`config.mk`:
```
export PLATFORM = sky130hd
export DESIGN_NAME = reversible_list_with_search_flat
export DESIGN_NICKNAME = d
export VERILOG_FILES = /design/src/hw/rtl/rls_pkg.sv /design/src/hw/rtl/rls_ifs.sv /design/src/hw/rtl/rls_ram.sv /design/src/hw/rtl/rls_ctrl.sv /design/src/hw/rtl/rls_dp.sv /design/src/hw/rtl/reversible_list_with_search.sv /design/src/flat_wrapper.sv
export VERILOG_INCLUDE_DIRS = /design/src /design/src/hw/rtl
export SDC_FILE = /design/constraint.sdc
export NUM_CORES = 1
export LEC_CHECK = 0
export BUFFER_PORTS_ARGS = -buffer_cell sky130_fd_sc_hd__buf_2
export CAP_MARGIN = 10
export CORE_UTILIZATION = 56
export DETAILED_ROUTE_END_ITERATION = 16
export PLACE_DENSITY = 0.82
export SKIP_LAST_GASP = 1
export SLEW_MARGIN = 20
export SYNTH_ARGS = -nofsm -noshare
export SYNTH_HDL_FRONTEND = slang
export SYNTH_SLANG_ARGS = --single-unit
```
`constraint.sdc`:
```
create_clock -name i_clk -period 7.3 [get_ports i_clk]
set_input_delay 0.73 -clock i_clk [delete_from_list [all_inputs] [get_ports i_clk]]
set_output_delay 0.73 -clock i_clk [all_outputs]
set_load 0.01 [all_outputs]
```
`src/hw/rtl/reversible_list_with_search_macros.svh`:
```
// Assertion helpers for the list block.
`ifndef REVERSIBLE_LIST_WITH_SEARCH_MACROS_SVH
`define REVERSIBLE_LIST_WITH_SEARCH_MACROS_SVH

// same-cycle implication
`define RLS_ASSERT_NOW(lbl, clk, rst_n, ante, cons, msg) \
    lbl: assert property (@(posedge clk) disable iff (!rst_n) (ante) |-> (cons)) \
        else $error(msg);

// next-cycle implication
`define RLS_ASSERT_NEXT(lbl, clk, rst_n, ante, cons, msg) \
    lbl: assert property (@(posedge clk) disable iff (!rst_n) (ante) |=> (cons)) \
        else $error(msg);

`endif

```
`src/hw/rtl/rls_pkg.sv`:
```
`default_nettype none

package rls_pkg;

    localparam int unsigned DefDepth = 16;
    localparam int unsigned DataW    = 32;

    localparam logic [2:0] ACT_INSERT  = 3'd0;
    localparam logic [2:0] ACT_DELETE  = 3'd1;
    localparam logic [2:0] ACT_SEARCH  = 3'd2;
    localparam logic [2:0] ACT_CLEAR   = 3'd3;
    localparam logic [2:0] ACT_REVERSE = 3'd4;

    localparam logic [1:0] ST_OK        = 2'd0;
    localparam logic [1:0] ST_DEL_EMPTY = 2'd1;
    localparam logic [1:0] ST_INS_FULL  = 2'd2;

    typedef struct packed {
        logic [2:0]               action;
        logic signed [DataW-1:0]  value;
    } t_in_word;

    typedef struct packed {
        logic [1:0]               status;
        logic                     found;
        logic signed [DataW-1:0]  front_value;
        logic [4:0]               count;
        logic                     is_empty;
    } t_out_word;

    typedef struct packed {
        logic take;
        logic exec;
        logic srch;
        logic load_out;
    } t_cmd;

    typedef struct packed {
        logic srch_go;
        logic srch_done;
        logic out_busy;
    } t_stat;

endpackage

`default_nettype wire

```
`src/hw/rtl/rls_ifs.sv`:
```
`default_nettype none

interface rls_in_if import rls_pkg::*; ();
    logic     valid;
    logic     ready;
    t_in_word payload;

    modport source (output valid, output payload, input ready);
    modport sink   (input valid, input payload, output ready);
endinterface

interface rls_out_if import rls_pkg::*; ();
    logic      valid;
    logic      ready;
    t_out_word payload;

    modport source (output valid, output payload, input ready);
    modport sink   (input valid, input payload, output ready);
endinterface

`default_nettype wire

```
`src/hw/rtl/rls_ram.sv`:
```
`default_nettype none

module rls_ram #(
    parameter int unsigned WIDTH = 32,
    parameter int unsigned DEPTH = 16
) (
    input  wire logic                     i_clk,
    input  wire logic                     i_we,
    input  wire logic [$clog2(DEPTH)-1:0] i_waddr,
    input  wire logic [WIDTH-1:0]         i_wdata,
    input  wire logic [$clog2(DEPTH)-1:0] i_raddr,
    output logic      [WIDTH-1:0]         o_rdata
);

    logic [WIDTH-1:0] r_mem [DEPTH];

    always_ff @(posedge i_clk) begin
        if (i_we) begin
            r_mem[i_waddr] <= i_wdata;
        end
        o_rdata <= r_mem[i_raddr];
    end

endmodule

`default_nettype wire

```
`src/hw/rtl/rls_ctrl.sv`:
```
`default_nettype none

module rls_ctrl import rls_pkg::*; (
    input  wire logic  i_clk,
    input  wire logic  i_rst_n,
    input  wire logic  i_in_valid,
    output logic       o_in_ready,
    input  wire t_stat i_stat,
    output t_cmd       o_cmd
);

    typedef enum logic [4:0] {
        S_IDLE  = 5'b00001,
        S_EXEC  = 5'b00010,
        S_SRCH  = 5'b00100,
        S_FRONT = 5'b01000,
        S_DONE  = 5'b10000
    } t_state;

    t_state r_state, n_state;

    always_ff @(posedge i_clk) begin
        if (!i_rst_n) begin
            r_state <= S_IDLE;
        end else begin
            r_state <= n_state;
        end
    end

    always_comb begin
        n_state    = r_state;
        o_cmd      = '0;
        o_in_ready = 1'b0;
        unique case (r_state)
            S_IDLE: begin
                o_in_ready = 1'b1;
                if (i_in_valid) begin
                    o_cmd.take = 1'b1;
                    n_state    = S_EXEC;
                end
            end
            S_EXEC: begin
                o_cmd.exec = 1'b1;
                n_state    = i_stat.srch_go ? S_SRCH : S_FRONT;
            end
            S_SRCH: begin
                o_cmd.srch = 1'b1;
                if (i_stat.srch_done) begin
                    n_state = S_FRONT;
                end
            end
            S_FRONT: begin
                n_state = S_DONE;
            end
            S_DONE: begin
                if (!i_stat.out_busy) begin
                    o_cmd.load_out = 1'b1;
                    n_state        = S_IDLE;
                end
            end
            default: begin
                n_state = S_IDLE;
            end
        endcase
    end

endmodule

`default_nettype wire

```
`src/hw/rtl/rls_dp.sv`:
```
`default_nettype none

module rls_dp import rls_pkg::*; #(
    parameter int unsigned DEPTH = DefDepth
) (
    input  wire logic      i_clk,
    input  wire logic      i_rst_n,
    input  wire t_cmd      i_cmd,
    output t_stat          o_stat,
    input  wire t_in_word  i_in_word,
    output t_out_word      o_out_word,
    output logic           o_out_valid,
    input  wire logic      i_out_ready
);

    localparam int unsigned AW = $clog2(DEPTH);
    localparam int unsigned CW = $clog2(DEPTH + 1);
    localparam int unsigned SW = AW + 2;

    function automatic logic [AW-1:0] ring_fwd(input logic [AW-1:0] p, input logic [CW-1:0] k);
        logic [SW-1:0] s;
        s = SW'(p) + SW'(k);
        if (s >= SW'(DEPTH)) begin
            s = s - SW'(DEPTH);
        end
        return s[AW-1:0];
    endfunction

    function automatic logic [AW-1:0] ring_back(input logic [AW-1:0] p, input logic [CW-1:0] k);
        logic [SW-1:0] s;
        s = SW'(p) + SW'(DEPTH) - SW'(k);
        if (s >= SW'(DEPTH)) begin
            s = s - SW'(DEPTH);
        end
        return s[AW-1:0];
    endfunction

    logic [AW-1:0]    r_pos, n_pos;
    logic [CW-1:0]    r_count, n_count;
    logic             r_rev, n_rev;
    logic [1:0]       n_status, r_status;
    t_in_word         r_word;
    logic             r_found;
    logic [CW-1:0]    r_idx;
    logic             r_cmp_vld;
    t_out_word        r_out;
    logic             r_out_valid;

    logic             we;
    logic [AW-1:0]    waddr;
    logic [AW-1:0]    raddr;
    logic [DataW-1:0] rd_data;
    logic [AW-1:0]    srch_slot;
    logic             more;
    logic             hit;
    logic             issue;
    logic             is_empty;

    assign is_empty  = (r_count == '0);
    assign srch_slot = r_rev ? ring_back(r_pos, r_idx) : ring_fwd(r_pos, r_idx);
    assign more      = (r_idx < r_count);
    assign hit       = r_cmp_vld && (rd_data == r_word.value);
    assign issue     = more && !hit;
    assign raddr     = i_cmd.srch ? srch_slot : r_pos;

    assign o_stat.srch_go   = (r_word.action == ACT_SEARCH) && !is_empty;
    assign o_stat.srch_done = hit || (!more && !r_cmp_vld);
    assign o_stat.out_busy  = r_out_valid && !i_out_ready;

    // action decode
    always_comb begin
        n_pos    = r_pos;
        n_count  = r_count;
        n_rev    = r_rev;
        n_status = ST_OK;
        we       = 1'b0;
        waddr    = r_pos;
        unique case (r_word.action)
            ACT_INSERT: begin
                if (r_count >= CW'(DEPTH)) begin
                    n_status = ST_INS_FULL;
                end else begin
                    n_pos   = r_rev ? ring_fwd(r_pos, CW'(1)) : ring_back(r_pos, CW'(1));
                    we      = i_cmd.exec;
                    waddr   = n_pos;
                    n_count = r_count + CW'(1);
                end
            end
            ACT_DELETE: begin
                if (is_empty) begin
                    n_status = ST_DEL_EMPTY;
                end else begin
                    n_pos   = r_rev ? ring_back(r_pos, CW'(1)) : ring_fwd(r_pos, CW'(1));
                    n_count = r_count - CW'(1);
                end
            end
            ACT_CLEAR: begin
                n_pos   = '0;
                n_count = '0;
                n_rev   = 1'b0;
            end
            ACT_REVERSE: begin
                if (!is_empty) begin
                    n_pos = r_rev ? ring_back(r_pos, r_count - CW'(1))
                                  : ring_fwd(r_pos, r_count - CW'(1));
                end
                n_rev = !r_rev;
            end
            default: begin
            end
        endcase
    end

    rls_ram #(
        .WIDTH (DataW),
        .DEPTH (DEPTH)
    ) u_ram (
        .i_clk   (i_clk),
        .i_we    (we),
        .i_waddr (waddr),
        .i_wdata (r_word.value),
        .i_raddr (raddr),
        .o_rdata (rd_data)
    );

    always_ff @(posedge i_clk) begin
        if (!i_rst_n) begin
            r_pos       <= '0;
            r_count     <= '0;
            r_rev       <= 1'b0;
            r_cmp_vld   <= 1'b0;
            r_out_valid <= 1'b0;
        end else begin
            if (i_cmd.exec) begin
                r_pos     <= n_pos;
                r_count   <= n_count;
                r_rev     <= n_rev;
                r_cmp_vld <= 1'b0;
            end else if (i_cmd.srch) begin
                r_cmp_vld <= issue;
            end
            if (i_cmd.load_out) begin
                r_out_valid <= 1'b1;
            end else if (i_out_ready) begin
                r_out_valid <= 1'b0;
            end
        end
    end

    always_ff @(posedge i_clk) begin
        if (i_cmd.take) begin
            r_word <= i_in_word;
        end
        if (i_cmd.exec) begin
            r_status <= n_status;
            r_found  <= 1'b0;
            r_idx    <= '0;
        end else if (i_cmd.srch) begin
            r_found <= r_found | hit;
            if (issue) begin
                r_idx <= r_idx + CW'(1);
            end
        end
        if (i_cmd.load_out) begin
            r_out.status      <= r_status;
            r_out.found       <= r_found;
            r_out.front_value <= is_empty ? '0 : rd_data;
            r_out.count       <= 5'(r_count);
            r_out.is_empty    <= is_empty;
        end
    end

    assign o_out_word  = r_out;
    assign o_out_valid = r_out_valid;

endmodule

`default_nettype wire

```
`src/hw/rtl/reversible_list_with_search.sv`:
```
// The sequential controller steps each input word through IDLE (word taken), EXEC (list
// updated), SRCH (searches of a non-empty list only, one entry per cycle until a hit or
// the list end), FRONT and DONE, which loads the result into the output register.
// A new word is taken only after that load, and DONE waits while the previous result
// word is stalled at the output.
// Reset (synchronous, active low) empties the list, clears direction and front; RAM kept.
`default_nettype none

`include "reversible_list_with_search_macros.svh"

module reversible_list_with_search import rls_pkg::*; #(
    parameter int unsigned DEPTH = DefDepth
) (
    input  wire logic  i_clk,
    input  wire logic  i_rst_n,
    rls_in_if.sink     i_in,
    rls_out_if.source  o_out
);

    t_cmd  cmd;
    t_stat stat;

    rls_ctrl u_ctrl (
        .i_clk      (i_clk),
        .i_rst_n    (i_rst_n),
        .i_in_valid (i_in.valid),
        .o_in_ready (i_in.ready),
        .i_stat     (stat),
        .o_cmd      (cmd)
    );

    rls_dp #(
        .DEPTH (DEPTH)
    ) u_dp (
        .i_clk       (i_clk),
        .i_rst_n     (i_rst_n),
        .i_cmd       (cmd),
        .o_stat      (stat),
        .i_in_word   (i_in.payload),
        .o_out_word  (o_out.payload),
        .o_out_valid (o_out.valid),
        .i_out_ready (o_out.ready)
    );

    `RLS_ASSERT_NEXT(a_busy_after_take, i_clk, i_rst_n, i_in.valid && i_in.ready,
        !i_in.ready, "input taken while a word is in work")
    `RLS_ASSERT_NEXT(a_load_sets_valid, i_clk, i_rst_n, cmd.load_out, o_out.valid,
        "result load did not raise valid")
    `RLS_ASSERT_NOW(a_empty_front_zero, i_clk, i_rst_n,
        o_out.valid && o_out.payload.is_empty,
        o_out.payload.front_value == '0 && o_out.payload.count == '0,
        "empty list with nonzero front or count")
    `RLS_ASSERT_NOW(a_found_ok, i_clk, i_rst_n, o_out.valid && o_out.payload.found,
        !o_out.payload.is_empty && o_out.payload.status == ST_OK,
        "hit reported on empty list or bad status")

endmodule

`default_nettype wire

```
`src/flat_wrapper.sv`:
```
// flat-port wrapper written by rule: the top's interface ports become plain ports
module reversible_list_with_search_flat import rls_pkg::*;
#(
    parameter int unsigned DEPTH = DefDepth
)
  (i_clk, i_rst_n, i_in_valid, i_in_payload, i_in_ready, o_out_valid, o_out_payload, o_out_ready);
  rls_in_if i_in_i ();
  rls_out_if o_out_i ();
  input  wire logic i_clk;
  input  wire logic i_rst_n;
  input wire logic [$bits(i_in_i.valid)-1:0] i_in_valid;
  input wire logic [$bits(i_in_i.payload)-1:0] i_in_payload;
  output wire logic [$bits(i_in_i.ready)-1:0] i_in_ready;
  output wire logic [$bits(o_out_i.valid)-1:0] o_out_valid;
  output wire logic [$bits(o_out_i.payload)-1:0] o_out_payload;
  input wire logic [$bits(o_out_i.ready)-1:0] o_out_ready;
  assign i_in_i.valid = i_in_valid;
  assign i_in_i.payload = i_in_payload;
  assign i_in_ready = i_in_i.ready;
  assign o_out_valid = o_out_i.valid;
  assign o_out_payload = o_out_i.payload;
  assign o_out_i.ready = o_out_ready;
  reversible_list_with_search #(.DEPTH(DEPTH)) u_core (.i_clk(i_clk), .i_rst_n(i_rst_n), .i_in(i_in_i), .o_out(o_out_i));
endmodule
```
==> metrics.md, run 1 <==
| Metric | Value |
|---|---|
| Outcome | complete, no violations |
| Number of synthesized flops with an enable pin | 590 |
| Mapped Area | 26,200 sq um |
| Vias in the first global route | 16,214 |
| Final Setup Violations | 0 |
| First-pass DRT Iterations | 7 |
| Sequential-to-total area share from yosys stat | 71.8% |
| Cell Count Post-Placement | 2,448 |
| DRT iter0 DRCs | 1,995 |
| First-pass GRT wire length | 94,300 um |
| Worst slew margin | 24.7% |
| Routability Congestion | 0.846 |
| Post-Route Setup TNS | 0 ns |
| Clock sinks | 645 |
| Final #Nets | 1,983 |
| Tcrit/Tclk final | 65.9% |
| Crit Path Category | reg -> reg |
| FMAX | 208 MHz |
| Core area | 45,800 sq um |
| Commonest cells in the netlist | 590 x edfxtp_1, 349 x nand2_1, 110 x nor3_1 |
| Ant diodes | 0 |
| Peak VDD IR | 0.177 mV |
| Post-synth ARST share | 0% |
| GRT overflow | 0 |
| Gr usage total | 26.5% |
| Initial Util | 57.3% |
| Average cell area after synthesis | 14.1 sq um |
| Share of post-route cells with drive strength above 1 | 16.4% |
| DP Area | 27,300 sq um |
| Cts hold-fix bufs | 0 |
| Num CTS Buffers | 67 |
| Final wirelength | 62,500 um |
| Syn nets | 1,917 |
| Postcts setup bufs | 0 |
| Power Density | 269 nW/um^2 |
| H-tree Lvls | 3 |
| DR vias | 16,255 |
| Synth area leaders | edfxtp_1 68%, nand2_1 5.0%, dfxtp_1 4.2%, mux2_2 3.7%, a311oi_1 3.2% |
| Measured slew at the worst slew-check pin | 1.13 ns |
| Worst path required time | 7.74 ns |
| Setup ws final | 2.49 ns |
| Antenna-violating nets left | 0 |
| Die span in y | 218 um |
| Core Util, Final | 64.5% |
| Pre-CTS setup slack | 2.70 ns |
| RSZ-0062 raised after global routing | no |
| CP Max Fanout | 44 |
| Full die area | 47,700 sq um |
| Fin crit period | 4.81 ns |
| Worst-skew pair later-pin latency | 0.60 ns |
| Initial antenna violation count | 0 |
| Design area | 29,500 sq um |
| Drt wl/cell | 24.3 um |
| WP data arrival | 5.25 ns |
| Fin. max-slew vios | 0 |
| Number of core rows | 78 |
| Die X-Extent | 218 um |
| Yosys Warn Count | 0 |
| Layout area overhead | 12.6% |
| # DRC | 0 |
| Largest net degree at the start of global routing | 153 |
| CTS clk-pin slew, worst paths | 0.06 ns |
| Max-cap violation count | 0 |
| Root Driver | clkbuf_16 |
| HP Class | in -> reg |
| IO Port Bufs | 81 |
| CTS tree | done |
| Prevailing post-synth register cell | edfxtp_1 |
| Synth top area share | 67.6% |
| Cell with the most instances after synthesis | edfxtp_1 |
| Post-DR vias/cell | 6.32 |
| Bufs on Longest Clock Path | 3 |
| Ports | 82 |
| CP startpoint kind | flop |
| DP HPWL | 32,200 um |
| Leak | 10.0 nW |
| Syn Inst Count | 1,853 |
| Post-route total power | 7.93 mW |
| Unique masters post-synth | 63 |
| Non-Filler Instances | 2,571 |
| Post-CTS sizing | 0 |
| Final hold violation count | 0 |
| Synth Register Bits | 645 |
| Clk_skew | 0.0221 ns |
| Post-synth top area cell | edfxtp_1 |
| Crit. End Element | flop |
| WHS | 0.302 ns |
## sequential cells by signal (all words and copies together) (netlist names), 4 cells and up
name / cells
u_core.u_dp.o_out_word: 41
u_core.u_dp.r_count: 5
u_core.u_dp.u_ram.o_rdata: 32
u_core.u_dp.r_word: 35
u_core.u_dp.r_idx: 5
u_core.u_ctrl.r_state: 5
u_core.u_dp.r_pos: 4
u_core.u_dp.u_ram.r_mem: 512
## per-layer routing
| layer | wire length [um] | up-vias | track usage [%] | share of wire [%] |
|---|---|---|---|---|
| met2 | 30500 | 972 | 42.8 | 49 |
| met1 | 23700 | 8013 | 34.7 | 38 |
| li1 | - | 7103 | - | - |
| met3 | 5910 | 167 | 4.59 | 9.4 |
| met5 | 0 | - | 0 | 0 |
| met4 | 2450 | 0 | 13.4 | 3.9 |
## layout by cell type (no fill, tap or decap), types with 16 or more instances in the layout
cell       count
nor2_4        16
or4_1         33
dfxtp_1       55
xor2_1        35
ha_1          21
clkbuf_16     70
mux2_2        86
mux2_1        45
buf_2         81
a311oi_1      96
nand2_1      349
and2_1        34
nor3_1       110
edfxtp_1     590
clkbuf_1      18
a21oi_1       84
buf_4         28
nor2_1        29
## logic make-up after synthesis
kind of cell / count (synthesis) / share of synthesized area (%)
buffers and inverters: 133 / 2.10
AO/OA/AOI/OAI: 235 / 6.39
adder cells (fa/ha/maj): 25 / 1.31
AND/OR/NAND/NOR: 630 / 10.9
flip-flops: 645 / 71.8
XOR/XNOR: 47 / 1.57
multiplexers: 138 / 5.89
## area by class of cell
cell class                 instances  area, sq um
tap                              600          751
clock inverter                    33          342
fill                            3015        16300
timing repair buffer             112          681
clock buffer                      88         1810
sequential                       645        18800
multi-input combinational       1075         7050
inverter                          18         67.6
## worst max-delay path: stages (launching register included)
cell	delay, ns
dfxtp_1	0.76
ha_1	0.36
nor2b_1	0.13
o211ai_1	0.33
nand3_1	0.19
o211ai_4	0.69
or2_4	0.62
buf_4	0.56
mux2_1	0.39
or4_1	0.59
## power breakdown
part / switching (mW) / total, mW / internal, mW / leakage, nW
Clock: 1.37 / 3.34 / 1.97 / 1.05
Combinational: 0.210 / 0.319 / 0.109 / 3.25
Sequential: 0.131 / 4.28 / 4.15 / 5.75
## final timing paths
check                                                       start                                   end  slack (ns)  cells past startpoint
worst max-delay path            u_core.u_dp.r_pos[1]$_SDFFE_PN0P_  u_core.u_dp.u_ram.o_rdata[5]$_DFF_P_        2.49                      9
worst min-delay path                             i_in_payload[12]      u_core.u_dp.r_word[12]$_DFFE_PP_        0.30                      1
worst max register to register  u_core.u_dp.r_pos[1]$_SDFFE_PN0P_  u_core.u_dp.u_ram.o_rdata[5]$_DFF_P_        2.49                      9
worst min register to register  u_core.u_dp.r_status[1]$_DFFE_PN_  u_core.u_dp.o_out_word[40]$_DFFE_PP_        0.42                      0
No activity file was read; power rests on OpenSTA's default activity.
==> run 2: changes to the inputs <==
==> constraint.sdc (replaced) <==
create_clock -name i_clk -period 4.9 [get_ports i_clk]
set_input_delay 0.49 -clock i_clk [delete_from_list [all_inputs] [get_ports i_clk]]
set_output_delay 0.49 -clock i_clk [all_outputs]
set_load 0.01 [all_outputs]
==> run 2 against run 1 <==
Setup slack worse by 1.6 ns. Wire length up 0.25%. Combinational power up 51%. Critical path type unchanged.
==> metrics.md, run 2 (synthesis results as in run 1) <==
| Metric | Value |
|---|---|
| # DRC | 0 (unchanged) |
| Routability Congestion | 0.853 (was 0.846) |
| Measured slew at the worst slew-check pin | 1.05 ns (was 1.13 ns) |
| Non-Filler Instances | 2,584 (was 2,571) |
| Antenna-violating nets left | 0 (unchanged) |
| Final wirelength | 62,700 um (was 62,500 um) |
| CTS clk-pin slew, worst paths | 0.06 ns (about the same) |
| WP data arrival | 4.48 ns (was 5.25 ns) |
| DP HPWL | 34,300 um (was 32,200 um) |
| Drt wl/cell | 24.3 um (about the same) |
| Worst path required time | 5.36 ns (was 7.74 ns) |
| FMAX | 249 MHz (was 208 MHz) |
| Bufs on Longest Clock Path | 3 (unchanged) |
| Final hold violation count | 0 (unchanged) |
| Peak VDD IR | 0.356 mV (was 0.177 mV) |
| Reg2Reg Depth | 8 (was 9) |
| RR Startpoint | u_core.u_ctrl.r_state[0]$_SDFFE_PN1P_ (was u_core.u_dp.r_pos[1]$_SDFFE_PN0P_) |
| Worst hold stages | 1 (unchanged) |
| Most frequent cells in the layout | 590 x edfxtp_1, 349 x nand2_1, 110 x nor3_1 (unchanged) |
| H-tree Lvls | 3 (unchanged) |
| Tcrit/Tclk final | 82.0% (was 65.9%) |
| Fin crit period | 4.02 ns (was 4.81 ns) |
| Max-cap violation count | 0 (unchanged) |
| Pre-CTS setup slack | 0.945 ns (was 2.70 ns) |
| Final Setup Violations | 0 (unchanged) |
| Number of core rows | 78 (unchanged) |
| Worst slew margin | 29.8% (was 24.7%) |
| Num CTS Buffers | 67 (unchanged) |
| Ant diodes | 0 (unchanged) |
| Cts hold-fix bufs | 0 (unchanged) |
| Die X-Extent | 218 um (unchanged) |
| Gr usage total | 26.9% (was 26.5%) |
| Outcome | complete, no violations (unchanged) |
| CP Max Fanout | 78 (was 44) |
| Share of post-route cells with drive strength above 1 | 16.9% (was 16.4%) |
| HP Class | in -> reg (unchanged) |
| First-pass GRT wire length | 95,300 um (was 94,300 um) |
| Crit Path Category | reg -> reg (unchanged) |
| Top reg by flops | u_core.u_dp.u_ram.r_mem (unchanged) |
| Hold Path Sink | u_core.u_dp.r_word[0]$_DFFE_PP_ (was u_core.u_dp.r_word[12]$_DFFE_PP_) |
| Cell Count Post-Placement | 2,461 (was 2,448) |
| Initial Util | 57.3% (unchanged) |
| Post-CTS sizing | 0 (unchanged) |
| Root Driver | clkbuf_16 (unchanged) |
| Fill cell count | 2,992 (was 3,015) |
| Commonest non-fill, non-tap cell in the layout | edfxtp_1 (unchanged) |
| Largest net degree at the start of global routing | 88 (was 153) |
| Worst-skew pair later-pin latency | 0.60 ns (about the same) |
| First-pass DRT Iterations | 7 (unchanged) |
| Power Density | 401 nW/um^2 (was 269 nW/um^2) |
| Initial antenna violation count | 0 (unchanged) |
| DRT iter0 DRCs | 2,093 (was 1,995) |
| Hold path startpoint | i_in_payload[0] (was i_in_payload[12]) |
| CP startpoint kind | flop (unchanged) |
| Fin. max-slew vios | 0 (unchanged) |
| FF-to-FF End | u_core.u_dp.u_ram.o_rdata[9]$_DFF_P_ (was u_core.u_dp.u_ram.o_rdata[5]$_DFF_P_) |
| Crit. End Element | flop (unchanged) |
| Core Util, Final | 65.0% (was 64.5%) |
| IO Port Bufs | 81 (unchanged) |
| Layout area overhead | 13.4% (was 12.6%) |
| Core area | 45,800 sq um (unchanged) |
| GRT overflow | 0 (unchanged) |
| CTS tree | done (unchanged) |
| DR vias | 16,216 (was 16,255) |
| Flop2flop setup slack | 0.88 ns (was 2.49 ns) |
| Leak | 10.1 nW (was 10.0 nW) |
| Setup ws final | 0.880 ns (was 2.49 ns) |
| Final #Nets | 1,994 (was 1,983) |
| RSZ-0062 raised after global routing | no (unchanged) |
| Ports | 82 (unchanged) |
| Die span in y | 218 um (unchanged) |
| Clk_skew | 0.0174 ns (was 0.0221 ns) |
| Post-DR vias/cell | 6.28 (was 6.32) |
| Vias in the first global route | 15,939 (was 16,214) |
| Full die area | 47,700 sq um (unchanged) |
| Clock sinks | 645 (unchanged) |
| Post-Route Setup TNS | 0 ns (unchanged) |
| Number of flip-flops in the largest register | 512 (unchanged) |
| Postcts setup bufs | 0 (unchanged) |
## run 2: routing by layer
metal,global-route usage [%],vias up,wire [um]
li1,-,7134,-
met1,36.3,7990,23800
met2,43.7,938,30700
met3,4.33,154,6100
met4,11.4,0,2080
met5,0,-,0
## run 2: area by class of cell
| type | count | area [sq um] | share of cell area [%] |
|---|---|---|---|
| Inverter | 18 | 67.6 | 0.227 |
| Multi-Input combinational cell | 1075 | 7050 | 23.7 |
| Tap cell | 600 | 751 | 2.52 |
| Clock inverter | 32 | 329 | 1.11 |
| Clock buffer | 91 | 1860 | 6.25 |
| Timing Repair Buffer | 123 | 858 | 2.89 |
| Sequential cell | 645 | 18800 | 63.3 |
## run 2: worst max-delay path, cell delays in order (launching register included)
cell and delay, ns:
dfxtp_1 0.37, or4b_4 0.59, or2_1 0.44, a21oi_4 0.86, buf_12 0.43, mux2_2 0.38
nor3_1 0.16, a311oi_1 0.08, or4_1 0.53
## run 2: per-stage QoR
step	total power, mW	area [sq um]	hold WS [ns]
finish	11.9	29700	0.0674
global placement	6.93	27500	0.411
global route	12.3	29700	0.0555
floorplan	6.72	26200	0.400
CTS	12.0	29700	0.0470
detailed placement	6.96	27500	0.415
## run 2: worst max path at each step
stage / startpoint / endpoint / depth (start not counted) / slack, ns
2_1_floorplan: u_core.u_dp.r_rev$_SDFFE_PN0P_ / u_core.u_dp.u_ram.r_mem[6][0]$_DFFE_PP_ / 8 / 1.24
3_3_place_gp: u_core.u_ctrl.r_state[0]$_SDFFE_PN1P_ / u_core.u_dp.u_ram.o_rdata[10]$_DFF_P_ / 8 / 1.07
3_5_place_dp: u_core.u_ctrl.r_state[0]$_SDFFE_PN1P_ / u_core.u_dp.u_ram.o_rdata[10]$_DFF_P_ / 8 / 0.95
4_1_cts: u_core.u_ctrl.r_state[0]$_SDFFE_PN1P_ / u_core.u_dp.u_ram.o_rdata[10]$_DFF_P_ / 8 / 0.92
5_1_grt: u_core.u_ctrl.r_state[0]$_SDFFE_PN1P_ / u_core.u_dp.u_ram.o_rdata[9]$_DFF_P_ / 8 / 0.69
6_report: u_core.u_ctrl.r_state[0]$_SDFFE_PN1P_ / u_core.u_dp.u_ram.o_rdata[9]$_DFF_P_ / 8 / 0.88
## run 2: power by group
| group | leakage, nW | switching (mW) | internal, mW |
|---|---|---|---|
| logic | 3.33 | 0.315 | 0.167 |
| clock network | 1.06 | 2.07 | 2.99 |
| registers | 5.75 | 0.197 | 6.18 |
